===== config.mk =====
export PLATFORM = sky130hd
export DESIGN_NAME = push_button_event_classifier
export DESIGN_NICKNAME = d
export VERILOG_FILES = /design/src/hdl/pbec_pkg.sv /design/src/hdl/pbec_classify.sv /design/src/hdl/push_button_event_classifier.sv
export SDC_FILE = /design/constraint.sdc
export NUM_CORES = 1
export LEC_CHECK = 0
export ABC_AREA = 0
export BUFFER_PORTS_ARGS = -buffer_cell sky130_fd_sc_hd__buf_2
export CORE_MARGIN = 2
export CORE_UTILIZATION = 35
export CTS_BUF_LIST = sky130_fd_sc_hd__clkbuf_8
export DETAILED_ROUTE_END_ITERATION = 8
export PLACE_DENSITY = 0.53
export REMOVE_ABC_BUFFERS = 1
export SLEW_MARGIN = 20
export SYNTH_ARGS = -nofsm -noshare
export SYNTH_HDL_FRONTEND = slang
export SYNTH_HIERARCHICAL = 1
export SYNTH_SLANG_ARGS = --single-unit

===== constraint.sdc =====
create_clock -name clk -period 6.7 [get_ports clk]
set_input_delay 0.335 -clock clk [delete_from_list [all_inputs] [get_ports clk]]
set_output_delay 0.335 -clock clk [all_outputs]
set_load 0.1 [all_outputs]

===== src/hdl/pbec_pkg.sv =====
// ---------------------------------------------------------------------------
// pbec_pkg - shared types for the push-button event classifier
// Register indexes, widths and the event record passed between modules.
// ---------------------------------------------------------------------------
`timescale 1ns / 1ps
`default_nettype none

package pbec_pkg;

  localparam int unsigned DelayWidth   = 8;
  localparam int unsigned CounterWidth = 9;
  localparam int unsigned CfgIdxWidth  = 1;

  localparam logic [CounterWidth-1:0] CounterMax = '1;

  typedef enum logic [CfgIdxWidth-1:0] {
    REG_ACTIVE_HIGH = 1'b0,
    REG_HOLD_DELAY  = 1'b1
  } cfg_reg_t;

  typedef struct packed {
    logic single_pulse;
    logic double_pulse;
    logic held;
    logic held_start;
    logic held_end;
  } event_t;

endpackage : pbec_pkg

`default_nettype wire


===== src/hdl/pbec_classify.sv =====
// ---------------------------------------------------------------------------
// pbec_classify - press classification state and per-tick update
// Holds the configuration and button state; one tick is processed per step.
// ---------------------------------------------------------------------------
`timescale 1ns / 1ps
`default_nettype none

module pbec_classify
  import pbec_pkg::*;
(
  input  wire logic                   clk,
  input  wire logic                   rst,
  input  wire logic                   cfg_write,
  input  wire logic [CfgIdxWidth-1:0] cfg_index,
  input  wire logic [DelayWidth-1:0]  cfg_data,
  input  wire logic                   step,
  input  wire logic                   level,
  output event_t                      result
);

  logic                    active_high;
  logic [DelayWidth-1:0]   hold_delay;
  logic                    last_level;
  logic                    hold_flag;
  logic [CounterWidth-1:0] hold_counter;
  logic [DelayWidth-1:0]   double_window;

  logic                    hold_flag_next;
  logic [CounterWidth-1:0] hold_counter_next;
  logic [DelayWidth-1:0]   double_window_next;
  logic [DelayWidth-1:0]   window_loaded;
  logic [CounterWidth-1:0] counter_inc;
  logic                    release_edge;
  logic                    level_write;

  // edge to the inactive level
  assign release_edge = (level != last_level) && (level != active_high);

  // active level write also resets the level register
  assign level_write = cfg_write && (cfg_reg_t'(cfg_index) == REG_ACTIVE_HIGH);

  always_comb begin
    result              = '0;
    result.single_pulse = release_edge && !hold_flag && (double_window == '0);
    result.double_pulse = release_edge && !hold_flag && (double_window != '0);
    result.held_end     = release_edge && hold_flag;

    window_loaded = result.single_pulse ? hold_delay : double_window;

    counter_inc       = (hold_counter < CounterMax) ? hold_counter + 1'b1 : hold_counter;
    hold_flag_next    = hold_flag;
    hold_counter_next = hold_counter;
    if (level == active_high) begin
      if (!hold_flag) begin
        hold_counter_next = counter_inc;
        if (counter_inc > {1'b0, hold_delay}) begin
          hold_flag_next    = 1'b1;
          result.held_start = 1'b1;
        end
      end
    end else begin
      hold_flag_next    = 1'b0;
      hold_counter_next = '0;
    end
    result.held = hold_flag_next;

    double_window_next = (window_loaded != '0) ? window_loaded - 1'b1 : window_loaded;
  end

  always_ff @(posedge clk) begin
    if (rst) begin
      active_high   <= 1'b1;
      hold_delay    <= DelayWidth'(10);
      last_level    <= 1'b0;
      hold_flag     <= 1'b0;
      hold_counter  <= '0;
      double_window <= '0;
    end else begin
      if (step) begin
        if (!level_write) begin
          last_level <= level;
        end
        hold_flag     <= hold_flag_next;
        hold_counter  <= hold_counter_next;
        double_window <= double_window_next;
      end
      if (cfg_write) begin
        unique case (cfg_reg_t'(cfg_index))
          REG_ACTIVE_HIGH: begin
            active_high <= cfg_data[0];
            last_level  <= ~cfg_data[0];
          end
          REG_HOLD_DELAY: begin
            hold_delay <= cfg_data;
          end
          default: begin
          end
        endcase
      end
    end
  end

  // a release yields exactly one of the three release events
  a_release_one: assert property (@(posedge clk) disable iff (rst)
    step |-> $countones({result.single_pulse, result.double_pulse, result.held_end}) <= 1)
    else $error("more than one release event in one tick");

  // start of a hold leaves the held flag set afterwards
  a_start_held: assert property (@(posedge clk) disable iff (rst)
    (step && result.held_start && !cfg_write) |=> hold_flag)
    else $error("held_start without held flag");

  // a hold end drops the held flag
  a_end_clear: assert property (@(posedge clk) disable iff (rst)
    (step && result.held_end) |-> !result.held)
    else $error("held_end with held still set");

  // while held the counter does not move
  a_hold_counter: assert property (@(posedge clk) disable iff (rst)
    (step && hold_flag && level == active_high && !cfg_write) |=> $stable(hold_counter))
    else $error("hold counter moved during a hold");

endmodule : pbec_classify

`default_nettype wire


===== src/hdl/push_button_event_classifier.sv =====
// ---------------------------------------------------------------------------
// push_button_event_classifier - click / double click / long press detector
// Classifies one sampled switch level per tick into button events.
// ---------------------------------------------------------------------------
// Usage:
//   Sample channel: one request per tick carries sampled_level, under
//   sample_valid / sample_stall. Event channel: one request per accepted
//   tick carries single_pulse, double_pulse, held, held_start and held_end
//   under event_valid / event_stall.
//   Configuration: cfg_write with cfg_index selects active_high (0) or
//   hold_delay (1); cfg_data carries the value. Write only while idle.
//   Path: the sample lands in the input register, then the classification step
//   loads the result register, which drives event_valid.
//   Throughput: one request per cycle while event_stall is low, set by the
//   state update between the two registers.
//   Stall: while event_stall holds a full result register, the input register
//   keeps its sample and sample_stall rises once both are occupied; nothing
//   is dropped and a stalled event holds its value.
//   Reset (rst, synchronous): active high pressed, hold_delay 10, state idle
//   with the level register at the inactive level; both registers empty.
// ---------------------------------------------------------------------------
`timescale 1ns / 1ps
`default_nettype none

module push_button_event_classifier
  import pbec_pkg::*;
(
  input  wire logic                   clk,
  input  wire logic                   rst,
  input  wire logic                   cfg_write,
  input  wire logic [CfgIdxWidth-1:0] cfg_index,
  input  wire logic [DelayWidth-1:0]  cfg_data,
  input  wire logic                   sample_valid,
  output logic                        sample_stall,
  input  wire logic                   sampled_level,
  output logic                        event_valid,
  input  wire logic                   event_stall,
  output logic                        single_pulse,
  output logic                        double_pulse,
  output logic                        held,
  output logic                        held_start,
  output logic                        held_end
);

  // input register
  logic   sample_full;
  logic   sample_level;
  // result register
  logic   result_full;
  event_t result;

  event_t step_result;
  logic   result_free;
  logic   step;
  logic   take_sample;

  // result register can load when empty or being drained this cycle
  assign result_free  = !result_full || !event_stall;
  assign step         = sample_full && result_free;
  assign sample_stall = sample_full && !result_free;
  assign take_sample  = sample_valid && !sample_stall;

  pbec_classify u_classify (
    .clk       (clk),
    .rst       (rst),
    .cfg_write (cfg_write),
    .cfg_index (cfg_index),
    .cfg_data  (cfg_data),
    .step      (step),
    .level     (sample_level),
    .result    (step_result)
  );

  always_ff @(posedge clk) begin
    if (rst) begin
      sample_full <= 1'b0;
      result_full <= 1'b0;
    end else begin
      if (take_sample) begin
        sample_full <= 1'b1;
      end else if (step) begin
        sample_full <= 1'b0;
      end
      if (step) begin
        result_full <= 1'b1;
      end else if (!event_stall) begin
        result_full <= 1'b0;
      end
    end
  end

  // payload registers, no reset needed
  always_ff @(posedge clk) begin
    if (take_sample) begin
      sample_level <= sampled_level;
    end
    if (step) begin
      result <= step_result;
    end
  end

  assign event_valid  = result_full;
  assign single_pulse = result.single_pulse;
  assign double_pulse = result.double_pulse;
  assign held         = result.held;
  assign held_start   = result.held_start;
  assign held_end     = result.held_end;

  // a full input register moves on whenever the result side is free
  a_no_bubble: assert property (@(posedge clk) disable iff (rst)
    (sample_full && !event_stall) |=> result_full)
    else $error("sample not forwarded to result register");

  // stall only when both registers are occupied
  a_stall_full: assert property (@(posedge clk) disable iff (rst)
    sample_stall |-> (sample_full && result_full))
    else $error("input stalled with space available");

  // a stalled result does not change
  a_result_hold: assert property (@(posedge clk) disable iff (rst)
    (event_valid && event_stall) |=> (event_valid && $stable(result)))
    else $error("stalled result changed");

endmodule : push_button_event_classifier

`default_nettype wire


### After elaboration in Yosys (flattened, before gate mapping)

Cells that the tools add are included.

* output and inout bits: 7
* logic and storage cells: 65
* bits of input ports: 15
* bits in registers: 36

* bitwise operators: 3
* order comparisons: 2
* reductions and logical operators: 23
* add/subtract/negate cells: 2
* mux-type cells: 16
* eq/ne operators: 5

Operator list (number)
* 9-bit two-way mux: 3
* 8-bit two-way mux: 2
* 8-bit nonzero test: 2
* 1-bit two-way mux: 11
* 9-bit by 1-bit adder with 9-bit output, second input constant: 1
* 9-bit by 8-bit > comparator with 1-bit output: 1
* 1-bit logical AND: 9
* 9-bit < comparator, second input constant: 1
* 8-bit logical NOT: 1
* 8-bit by 1-bit subtractor with 8-bit output, second input constant: 1
* 2-bit AND reduction: 3
* 1-bit logical NOT: 5
* 1-bit NOT: 3
* 1-bit != test: 2
* 2-bit by 1-bit != test with 1-bit output, second input constant: 1
* 2-bit != test, second input constant: 1
* 2-bit nonzero test: 1
* 2-bit OR reduction: 1
* 1-bit equality test: 1
* 1-bit logical OR: 1

### Longest topological paths before layout

Gate-level depths: netlist of run 1.

* depth in word-level cells: 7
* depth in mapped cells: 13

### Hierarchy

Netlist of run 1, hierarchy kept.

By module, submodules not included
* pbec_classify: cells each 258, times used 1, sequential area each 560.5 sq um, area an instance 1981.9 sq um
* push_button_event_classifier: cells each 16, times used 1, sequential area each 220.2 sq um, area an instance 266.5 sq um

### Worst setup path before layout of run 1

No wires, ideal clock.

* path kind: register -> register
* from: register u_classify.hold_counter[2]
* to: register result (netlist bit held) (data pin)
* path slack: 3781 ps
* stages on the path, launching flop included: 13
* period minus slack after synthesis: 2919 ps
* arrival time: 2668 ps
* path through: dfxtp_1 clkbuf_1 nand4_1 o31ai_1 nor2_1 xor2_1 ha_1 a211o_1 a31oi_1 o21ai_0 nor2_1 nor2_1 buf_4

* cells in the longest elaborated chain, start to end: 6

Ends and longest elaborated chain
* start: declaration: RTL line pbec_classify.sv:25 `logic [CounterWidth-1:0] hold_counter;`
* start signal: assignment: RTL line pbec_classify.sv:84 `hold_counter <= hold_counter_next;`
* 9-bit by 1-bit adder with 9-bit output or 9-bit < comparator (tied branches): RTL line pbec_classify.sv:50 `counter_inc = (hold_counter < CounterMax) ? hold_counter + 1'b1 : hold_counter;`
* 9-bit two-way mux *: RTL line pbec_classify.sv:50
* 9-bit by 8-bit > comparator with 1-bit output *: RTL line pbec_classify.sv:56 `if (counter_inc > {1'b0, hold_delay}) begin`
* 1-bit two-way mux *: RTL line pbec_classify.sv:56
* 1-bit two-way mux *: RTL line pbec_classify.sv:54 `if (!hold_flag) begin`
* 1-bit two-way mux *: RTL line pbec_classify.sv:53 `if (level == active_high) begin`
* net u_classify.hold_flag_next: RTL line pbec_classify.sv:28 `logic hold_flag_next;`
* end signal: assignment: RTL line push_button_event_classifier.sv:98 `result <= step_result;`
* end: declaration: RTL line push_button_event_classifier.sv:50 `event_t result;`

The timed path passes the listed nets; every way through them passes the cells marked *.
A chain may end at the register's enable or synchronous reset.

### Worst setup path in the final report of run 1

* from: register u_classify.hold_counter[3]
* to: register u_classify.hold_flag

* cells in the longest elaborated chain, start to end: 6

Ends and longest elaborated chain
* 9-bit by 1-bit adder with 9-bit output or 9-bit < comparator (tied branches): RTL line pbec_classify.sv:50
* 9-bit two-way mux *: RTL line pbec_classify.sv:50
* 9-bit by 8-bit > comparator with 1-bit output *: RTL line pbec_classify.sv:56
* 1-bit two-way mux *: RTL line pbec_classify.sv:56
* 1-bit two-way mux *: RTL line pbec_classify.sv:54
* 1-bit two-way mux *: RTL line pbec_classify.sv:53
* end signal: assignment: RTL line pbec_classify.sv:83 `hold_flag <= hold_flag_next;`
* end: declaration: RTL line pbec_classify.sv:24 `logic hold_flag;`

Every way passes the cells marked *; elsewhere a longest branch is shown, timed or not.

==> summary.md, run 1 <==
| Metric | Value |
|---|---|
| CTS tree | done |
| Number of DRC markers in iteration 0 | 120 |
| Post-Route WL | 5310 µm |
| Final Setup Violations | 0 |
| RSZ-0062 raised after global routing | false |
| Final hold vios | 0 |
| Register-to-Register Setup Slack | 3580 ps |
| Post-CTS setup buffers | 0 |
| Fin util | 40.0% |
| Drt first pass iters | 4 |
| Share of cells above drive strength 1 | 15.5% |
| Slew at the pin closest to its max-slew limit | 895 ps |
| Netlist cell types | 56 |
| Setup CP Type | reg2reg |
| Starting Density | a little over a third |
| WP data arrival | ~3300 ps |
| Post-synth EDFFs | 6 |
| Yosys warns | 6 |
| Peak supply drop | around 120 µV |
| Final worst path period need | approximately 3100 ps |
| Vias in the first global route | about 1800 |
| Mean Syn Cell Area | around 8 µm² |
| Via density | 5.40 |
| Required time of the critical path | between 6000 and 7000 ps |
| First-pass GRT wire length | 8990 µm |
| R2R cell count | 11 |
| N_diodes | 0 |
| Count of hold buffers inserted by post-cts repair | 0 |
| CTS buffer count | 5 |
| Setup TNS | 0 ps |
| Root Buffer | clkbuf_8 |
| Hold path cells | 1 |
| H-tree level count | 2 |
| Most common cell after layout, fill and taps aside | nand2_1 |
| Critical path buffers and inverters | 0 |
| Critical Path Most Common Cell | nand4_1 |
| Min-delay worst type | in2reg |
| Status | complete, no violations |
| Top delay family on crit path | compound AO/OA/AOI/OAI gates |
| Hold Crit Start | sampled_level |
| I/O Pins | 22 |
| Core ar. | between 0.006 and 0.007 mm² |
| #FFs+latches synth | 36 |
| Vias | around 2000 |
| Routed len/inst | about 14 µm |
| Pin count of the biggest net entering global routing | 30 |
| R2r startpoint | u_classify/hold_counter[3] |
| Antenna Nets Post-Route | 0 |
| Final Wtd Congestion | 0.937 |
| Reg2reg end | u_classify/hold_flag |
| CP Launch Type | flop |
| Cells after synthesis | roughly 270 |
| Final Hold Slack | 216 ps |
| Initial antenna violation count | 0 |
| Top flop regs | u_classify/hold_counter (9), u_classify/double_window (8), u_classify/hold_delay (8) |
| Skew-Pair Late Insertion Delay | about 290 ps |
| CP cell instances | nand4_1, o31ai_1, nor2_1, xor2_1, ha_1, nand4_1, o221ai_1, a31oi_1, o21ai_0, a21oi_1, a211oi_1 |
| Crit. End Element | flop |
| Leakage power | 0.959 nW |
| Headroom to the max-slew limit | between 30% and 40% |
| FFs w/ async S/R, synth | 0% |
| Max-cap viol count | 0 |
| Slowest-stage cell, CP | o31ai_1 |
| Total Routing Usage GR | between 15 and 20% |
| Clock-pin slew on the worst setup and hold paths | 70 ps |
| Chip height | between 80 and 90 µm |
| Final Max Tran Viols | 0 |
| CTS sink cnt | 36 |
| Final Cycle Share | a little under half |
| Post-CTS resize count | 0 |
| Max FFs per register | 9 |
| Die ar. | between 0.007 and 0.008 mm² |
| CP max FO | 7 |
| Peak Freq | ~0.32 GHz |
| Port Buf Inserts | 21 |
| Worst-case clock buffer depth | 2 |
| PwrDens | approximately 250 mW/mm² |
| Hpwl dp | approximately 3800 µm |
| Commonest non-fill, non-tap cells in the layout | nand2_1 (34), dfxtp_1 (30), nor2_1 (29) |
| Layout area overhead | 11.8% |
| Largest Register | u_classify/hold_counter |
| Chip width | ~84 µm |
| Worst Skew | between 6 and 7 ps |
| Post-Syn Area | approximately 0.0022 mm² |
| Fin nets | 316 |
| Hold Path End | sample_level |
| Crit-path max cell delay | approximately 730 ps |
| Top_reg_cell synth | dfxtp_1 |
| Residual DRC | 0 |
| Register area share after synthesis | 34.7% |
| Row count | 29 |
| GR Overflow Total | 0 |
worst reg2reg max path: cells and delay by family (launching register included):
family,cells,cell delay (ps)
AOI/OAI and AO/OA,6,1610
and+or+nand+nor,3,480
xor gates and xnor gates,1,180
adders and majority gates,1,320
DFF,1,450
worst max-delay path by stage:
stage                                    start                     endpoint  cells past startpoint
floorplan                          event_valid  u_classify/double_window[2]                      5
global placement    u_classify/hold_counter[2]                   held_start                      9
detailed placement  u_classify/hold_counter[2]         u_classify/hold_flag                     11
CTS                 u_classify/hold_counter[2]         u_classify/hold_flag                     11
global route        u_classify/hold_counter[3]         u_classify/hold_flag                     11
finish              u_classify/hold_counter[3]         u_classify/hold_flag                     11
where the power goes:
| part | total [W] | leakage [nW] | internal (W) | switching (W) |
|---|---|---|---|---|
| clock network | 0.000193 | 0.0585 | 0.000110 | 0.0000821 |
| logic | 0.000189 | 0.597 | 0.0000722 | 0.000117 |
| registers | 0.000255 | 0.303 | 0.000234 | 0.0000212 |
kinds of logic after synthesis:
| logic type | after synthesis | synth area share, % |
|---|---|---|
| multiplexers | 3 | 1.45 |
| buffers and inverters | 26 | 4.73 |
| flip-flops | 36 | 34.7 |
| AND/OR/NAND/NOR | 112 | 25.8 |
| adder cells (fa/ha/maj) | 11 | 6.12 |
| XOR/XNOR | 9 | 3.51 |
| AO/OA/AOI/OAI | 77 | 23.7 |
final cells by class:
class                           count  area [µm²]
Clock buffer                        5        68.8
Clock inverter                      3        41.3
Fill cell                         661        3760
Inverter                           13        48.8
Multi-Input combinational cell    212        1370
Sequential cell                    36         781
Tap cell                           77        96.3
Timing Repair Buffer               22         113
through the flow:
stage	power [W]	setup slack (ps)	instances	instance area [µm²]
3_5_place_dp	0.000446	3650	360	2400
5_1_grt	0.000678	3160	368	2510
6_report	0.000637	3580	368	2510
4_1_cts	0.000644	3610	368	2510
2_1_floorplan	0.000403	3200	261	2190
3_3_place_gp	0.000449	3740	360	2400
metal layers:
| layer | routed length, µm | track usage, % | share of wire [%] | vias to the layer above |
|---|---|---|---|---|
| li1 | - | - | - | 1027 |
| met1 | 2730 | 22.6 | 51 | 901 |
| met2 | 2220 | 22.3 | 42 | 53 |
| met3 | 262 | 4.23 | 4.9 | 6 |
| met4 | 97 | 6.16 | 1.8 | 0 |
| met5 | 0 | 0 | 0 | - |
cells in the mapped netlist (2+ instances only):
cell type / n / area share, %
nand4_1: 6 / 1.7
ha_1: 11 / 6.1
dfxtp_1: 30 / 27
nor2b_1: 4 / 1.1
or3_1: 2 / 0.56
and3_1: 2 / 0.56
o21ai_0: 11 / 2.4
o31a_1: 2 / 0.78
a32oi_1: 3 / 1.2
xnor2_1: 4 / 1.6
buf_4: 2 / 0.67
clkbuf_1: 9 / 1.5
nand3_1: 6 / 1.3
a2111oi_2: 2 / 1.3
edfxtp_1: 6 / 8.0
inv_1: 13 / 2.2
a211oi_1: 6 / 2.0
mux2_2: 2 / 1.0
nor4b_1: 2 / 0.78
nand2_1: 34 / 5.7
nor3_1: 4 / 0.89
nor2_1: 29 / 4.8
nor4_1: 4 / 1.1
xor2_1: 5 / 1.9
a21boi_0: 3 / 1.0
nand3b_1: 4 / 1.3
nand2b_1: 3 / 0.83
o31ai_1: 3 / 1.0
nor4_2: 2 / 1.1
and2_1: 4 / 1.1
a21oi_1: 27 / 6.0
a31oi_1: 5 / 1.4
Note: power is estimated with default switching activity, not from simulation.
==> run 2, diff against run 1 <==
--- a/config.mk
+++ b/config.mk
@@ -5,7 +5,7 @@
 export SDC_FILE = /design/constraint.sdc
 export NUM_CORES = 1
 export LEC_CHECK = 0
-export ABC_AREA = 0
+export ABC_AREA = 1
 export BUFFER_PORTS_ARGS = -buffer_cell sky130_fd_sc_hd__buf_2
 export CORE_MARGIN = 2
 export CORE_UTILIZATION = 35
==> constraint.sdc (replaced) <==
create_clock -name clk -period 3.2 [get_ports clk]
set_input_delay 0.16 -clock clk [delete_from_list [all_inputs] [get_ports clk]]
set_output_delay 0.16 -clock clk [all_outputs]
set_load 0.1 [all_outputs]
==> run 2 against run 1 <==
Effect of this change: register-to-register slack lost 3000 ps; sequential cell count did not move; power rose to 2.6 times the previous value; maximum frequency rose by 19%; synthesized cell count grew 15%; clock power up 67%; design area decreased by 3.0%; clock skew is 1.4 ps lower; critical path type unchanged; highest routed layer unchanged.
==> summary.md, run 2 <==
| Metric | Value |
|---|---|
| Placed cells | 408 (was 360) |
| Wire length on met1 | 2430 µm (was 2730 µm) |
| Total Routing Usage GR | 16.7% (was 15.7%) |
| H-tree level count | 2 (unchanged) |
| N_diodes | 0 (unchanged) |
| Setup TNS | 0 ps (unchanged) |
| Status | complete, no violations (unchanged) |
| Worst-case clock buffer depth | 2 (unchanged) |
| P_sw | 0.000757 W (was 0.000220 W) |
| Skew-Pair Late Insertion Delay | 290 ps (about the same) |
| #FFs+latches synth | 36 (unchanged) |
| Core ar. | 0.00596 mm² (was 0.00628 mm²) |
| Post-CTS setup buffers | 0 (unchanged) |
| Peak Freq | 0.383 GHz (was 0.321 GHz) |
| Residual DRC | 0 (unchanged) |
| Post-CTS resize count | 0 (unchanged) |
| Antenna Nets Post-Route | 0 (unchanged) |
| FFs w/ async S/R, synth | 0% (unchanged) |
| PnR worst setup slack | 589 ps (was 3580 ps) |
| Most common cell after layout, fill and taps aside | nand2_1 (unchanged) |
| Slew at the pin closest to its max-slew limit | 488 ps (was 895 ps) |
| Synth cell count leaders | nand2_1 (95), inv_1 (37), a21oi_1 (33) (was nand2_1 (34), dfxtp_1 (30), nor2_1 (29)) |
| Place WS | 559 ps (was 3650 ps) |
| Chip width | 82.8 µm (was 84.2 µm) |
| Top cells by area, synth | dfxtp_1 (28%), nand2_1 (16%), edfxtp_1 (8.3%) (was dfxtp_1 (27%), edfxtp_1 (8.0%), ha_1 (6.1%)) |
| Final worst path period need | 2610 ps (was 3120 ps) |
| Crit. End Element | flop (unchanged) |
| Max FFs per register | 9 (unchanged) |
| Critical path buffers and inverters | 0 (unchanged) |
| Final Wtd Congestion | 0.921 (was 0.937) |
| Fin area | 0.00244 mm² (was 0.00251 mm²) |
| GR Overflow Total | 0 (unchanged) |
| Min-delay worst type | in2reg (unchanged) |
| Count of hold buffers inserted by post-cts repair | 0 (unchanged) |
| Peak supply drop | 383 µV (was 117 µV) |
| Setup CP Type | reg2reg (unchanged) |
| Post-synth EDFFs | 6 (unchanged) |
| Register area share after synthesis | 36.0% (was 34.7%) |
| Switch share | 45.2% (was 34.6%) |
| Via density | 4.79 (was 5.40) |
| Layout area overhead | 12.3% (was 11.8%) |
| Crit-path max cell delay | 380 ps (was 730 ps) |
| Chip height | 82.8 µm (was 84.2 µm) |
| CP Launch Type | flop (unchanged) |
| Top flop regs | u_classify/hold_counter (9), u_classify/double_window (8), u_classify/hold_delay (8) (unchanged) |
| Post-Syn Area | 0.00217 mm² (was 0.00225 mm²) |
| Top delay family on crit path | simple AND/OR/NAND/NOR gates (was compound AO/OA/AOI/OAI gates) |
| Cells after synthesis | 316 (was 274) |
| Int Pwr | 0.000918 W (was 0.000417 W) |
| RSZ-0062 raised after global routing | false (unchanged) |
| Largest Register | u_classify/hold_counter (unchanged) |
| Final std cells w/o fill | 416 (was 368) |
| Synth area leader | dfxtp_1 (unchanged) |
| Most common cell in the netlist | nand2_1 (unchanged) |
| Yosys warns | 6 (unchanged) |
| Required time of the critical path | 3240 ps (was 6910 ps) |
| Clk pwr share | 19.3% (was 30.2%) |
| Top cell type's share of synthesized area | 27.7% (was 26.7%) |
| Vias in the first global route | 1927 (was 1848) |
| Register share of total power | 32.7% (was 40.1%) |
| Worst Skew | 5.09 ps (was 6.48 ps) |
| Starting Density | 36.4% (was 35.8%) |
| First-pass GRT wire length | 8710 µm (was 8990 µm) |
| Routed wl met3 | 189 µm (was 262 µm) |
| CTS tree | done (unchanged) |
| Critical Path Most Common Cell | nand2_1 (was nand4_1) |
| Commonest non-fill, non-tap cells in the layout | nand2_1 (95), inv_1 (38), a21oi_1 (33) (was nand2_1 (34), dfxtp_1 (30), nor2_1 (29)) |
| Top_reg_cell synth | dfxtp_1 (unchanged) |
| Headroom to the max-slew limit | 67.7% (was 39.9%) |
| Initial antenna violation count | 0 (unchanged) |
| Final hold vios | 0 (unchanged) |
| Port Buf Inserts | 21 (unchanged) |
| Cell Area, Placed | 0.00235 mm² (was 0.00240 mm²) |
| I/O Pins | 22 (unchanged) |
| Share of cells above drive strength 1 | 14.1% (was 15.5%) |
| Post-Route WL | 5080 µm (was 5310 µm) |
| Register-to-Register Setup Slack | 590 ps (was 3580 ps) |
| Max-cap viol count | 0 (unchanged) |
| Fin nets | 366 (was 316) |
| CTS buffer count | 5 (unchanged) |
| CP max FO | 4 (was 7) |
| WP data arrival | 2650 ps (was 3320 ps) |
| Met2 wire len | 2400 µm (was 2220 µm) |
| Combinational share of power | 48.0% (was 29.7%) |
| Final Hold Slack | 37.5 ps (was 216 ps) |
| Final Max Tran Viols | 0 (unchanged) |
| Row count | 28 (was 29) |
| Final Setup Violations | 0 (unchanged) |
| Final Cycle Share | 81.6% (was 46.5%) |
| PwrDens | 687 mW/mm² (was 253 mW/mm²) |
| Leakage power | 1.14 nW (was 0.959 nW) |
| Routed len/inst | 12.2 µm (was 14.4 µm) |
| Clock-pin slew on the worst setup and hold paths | 80 ps (was 70 ps) |
| Hpwl dp | 3920 µm (was 3770 µm) |
| Number of DRC markers in iteration 0 | 76 (was 120) |
| Slowest-stage cell, CP | dfxtp_1 (was o31ai_1) |
| Pin count of the biggest net entering global routing | 21 (was 30) |
| Mean Syn Cell Area | 6.87 µm² (was 8.21 µm²) |
| Root Buffer | clkbuf_8 (unchanged) |
| CTS sink cnt | 36 (unchanged) |
| Die ar. | 0.00685 mm² (was 0.00708 mm²) |
| Max Used Layer | met4 (unchanged) |
| CP cell instances | nand2_1, nor3_1, nand2_1, and3_1, nand2_1, xnor2_1, ha_1, nand2_1, o21ai_0, o21ai_0, nand2_1, nand2_1, nand2_1, nand3_1, o21ai_0 (was nand4_1, o31ai_1, nor2_1, xor2_1, ha_1, nand4_1, o221ai_1, a31oi_1, o21ai_0, a21oi_1, a211oi_1) |
| Netlist cell types | 30 (was 56) |
| Vias | 1992 (was 1987) |
| Drt first pass iters | 4 (unchanged) |
run 2: cell count changes in the layout (fill, tap and decap cells not counted), sizes merged, moves of 4 or more:
cell / change
nand4: -5
a211oi: -6
nor2: +5
inv: +25
a21oi: +7
nand3: +9
nor2b: -4
and2: -4
nor4: -6
nand2: +69
a31oi: -5
run 2: power groups by stage:
stage / clock network [W] / logic (W) / registers [W]
after floorplan: 0 / 0.000618 / 0.000583
after global placement: 0 / 0.000795 / 0.000558
after detailed placement: 0 / 0.000796 / 0.000558
after CTS: 0.000333 / 0.000799 / 0.000548
after global routing: 0.000355 / 0.000922 / 0.000556
final: 0.000323 / 0.000804 / 0.000548
run 2: cells by family after synthesis:
kind of cell / count (synthesis) / synth area share [%]
flip-flops: 36 / 36.0
adder cells (fa/ha/maj): 11 / 6.34
AO/OA/AOI/OAI: 54 / 13.4
XOR/XNOR: 7 / 2.82
buffers and inverters: 45 / 7.95
AND/OR/NAND/NOR: 163 / 33.5
run 2: area by class of cell:
type | instances | area, µm²
inverter | 40 | 150
multi-input combinational | 235 | 1220
timing repair buffer | 22 | 113
clock inverter | 3 | 15.0
clock buffer | 5 | 68.8
fill | 648 | 3520
tap | 75 | 93.8
sequential | 36 | 781
run 2: worst register-to-register path: stages, from the launching register on:
cell and delay (ps):
dfxtp_1 380, nand2_1 120, nor3_1 350, nand2_1 110, and3_1 190, nand2_1 80, xnor2_1 140, ha_1 270
nand2_1 110, o21ai_0 90, o21ai_0 150, nand2_1 70, nand2_1 50, nand2_1 40, nand3_1 100, o21ai_0 90
run 2: per-layer routing:
layer | up-vias | track usage, %
li1 | 1056 | -
met4 | 0 | 5.57
met1 | 900 | 21.2
met5 | - | 0
met3 | 5 | 3.48
met2 | 31 | 28.3
run 2: worst paths after layout:
| path | from | cells past startpoint | to |
|---|---|---|---|
| worst min-delay path | sampled_level | 1 | sample_level |
| worst min register to register | u_classify/hold_counter[8] | 2 | u_classify/hold_counter[8] |
| worst max register to register | u_classify/hold_counter[3] | 15 | held |
| worst max-delay path | u_classify/hold_counter[3] | 15 | held |
run 2: through the flow:
step,total power [W],utilization (%)
final,0.00167,40.9
after global routing,0.00183,40.9
after CTS,0.00168,40.9
after detailed placement,0.00135,39.5
after global placement,0.00135,39.5
after floorplan,0.00120,-
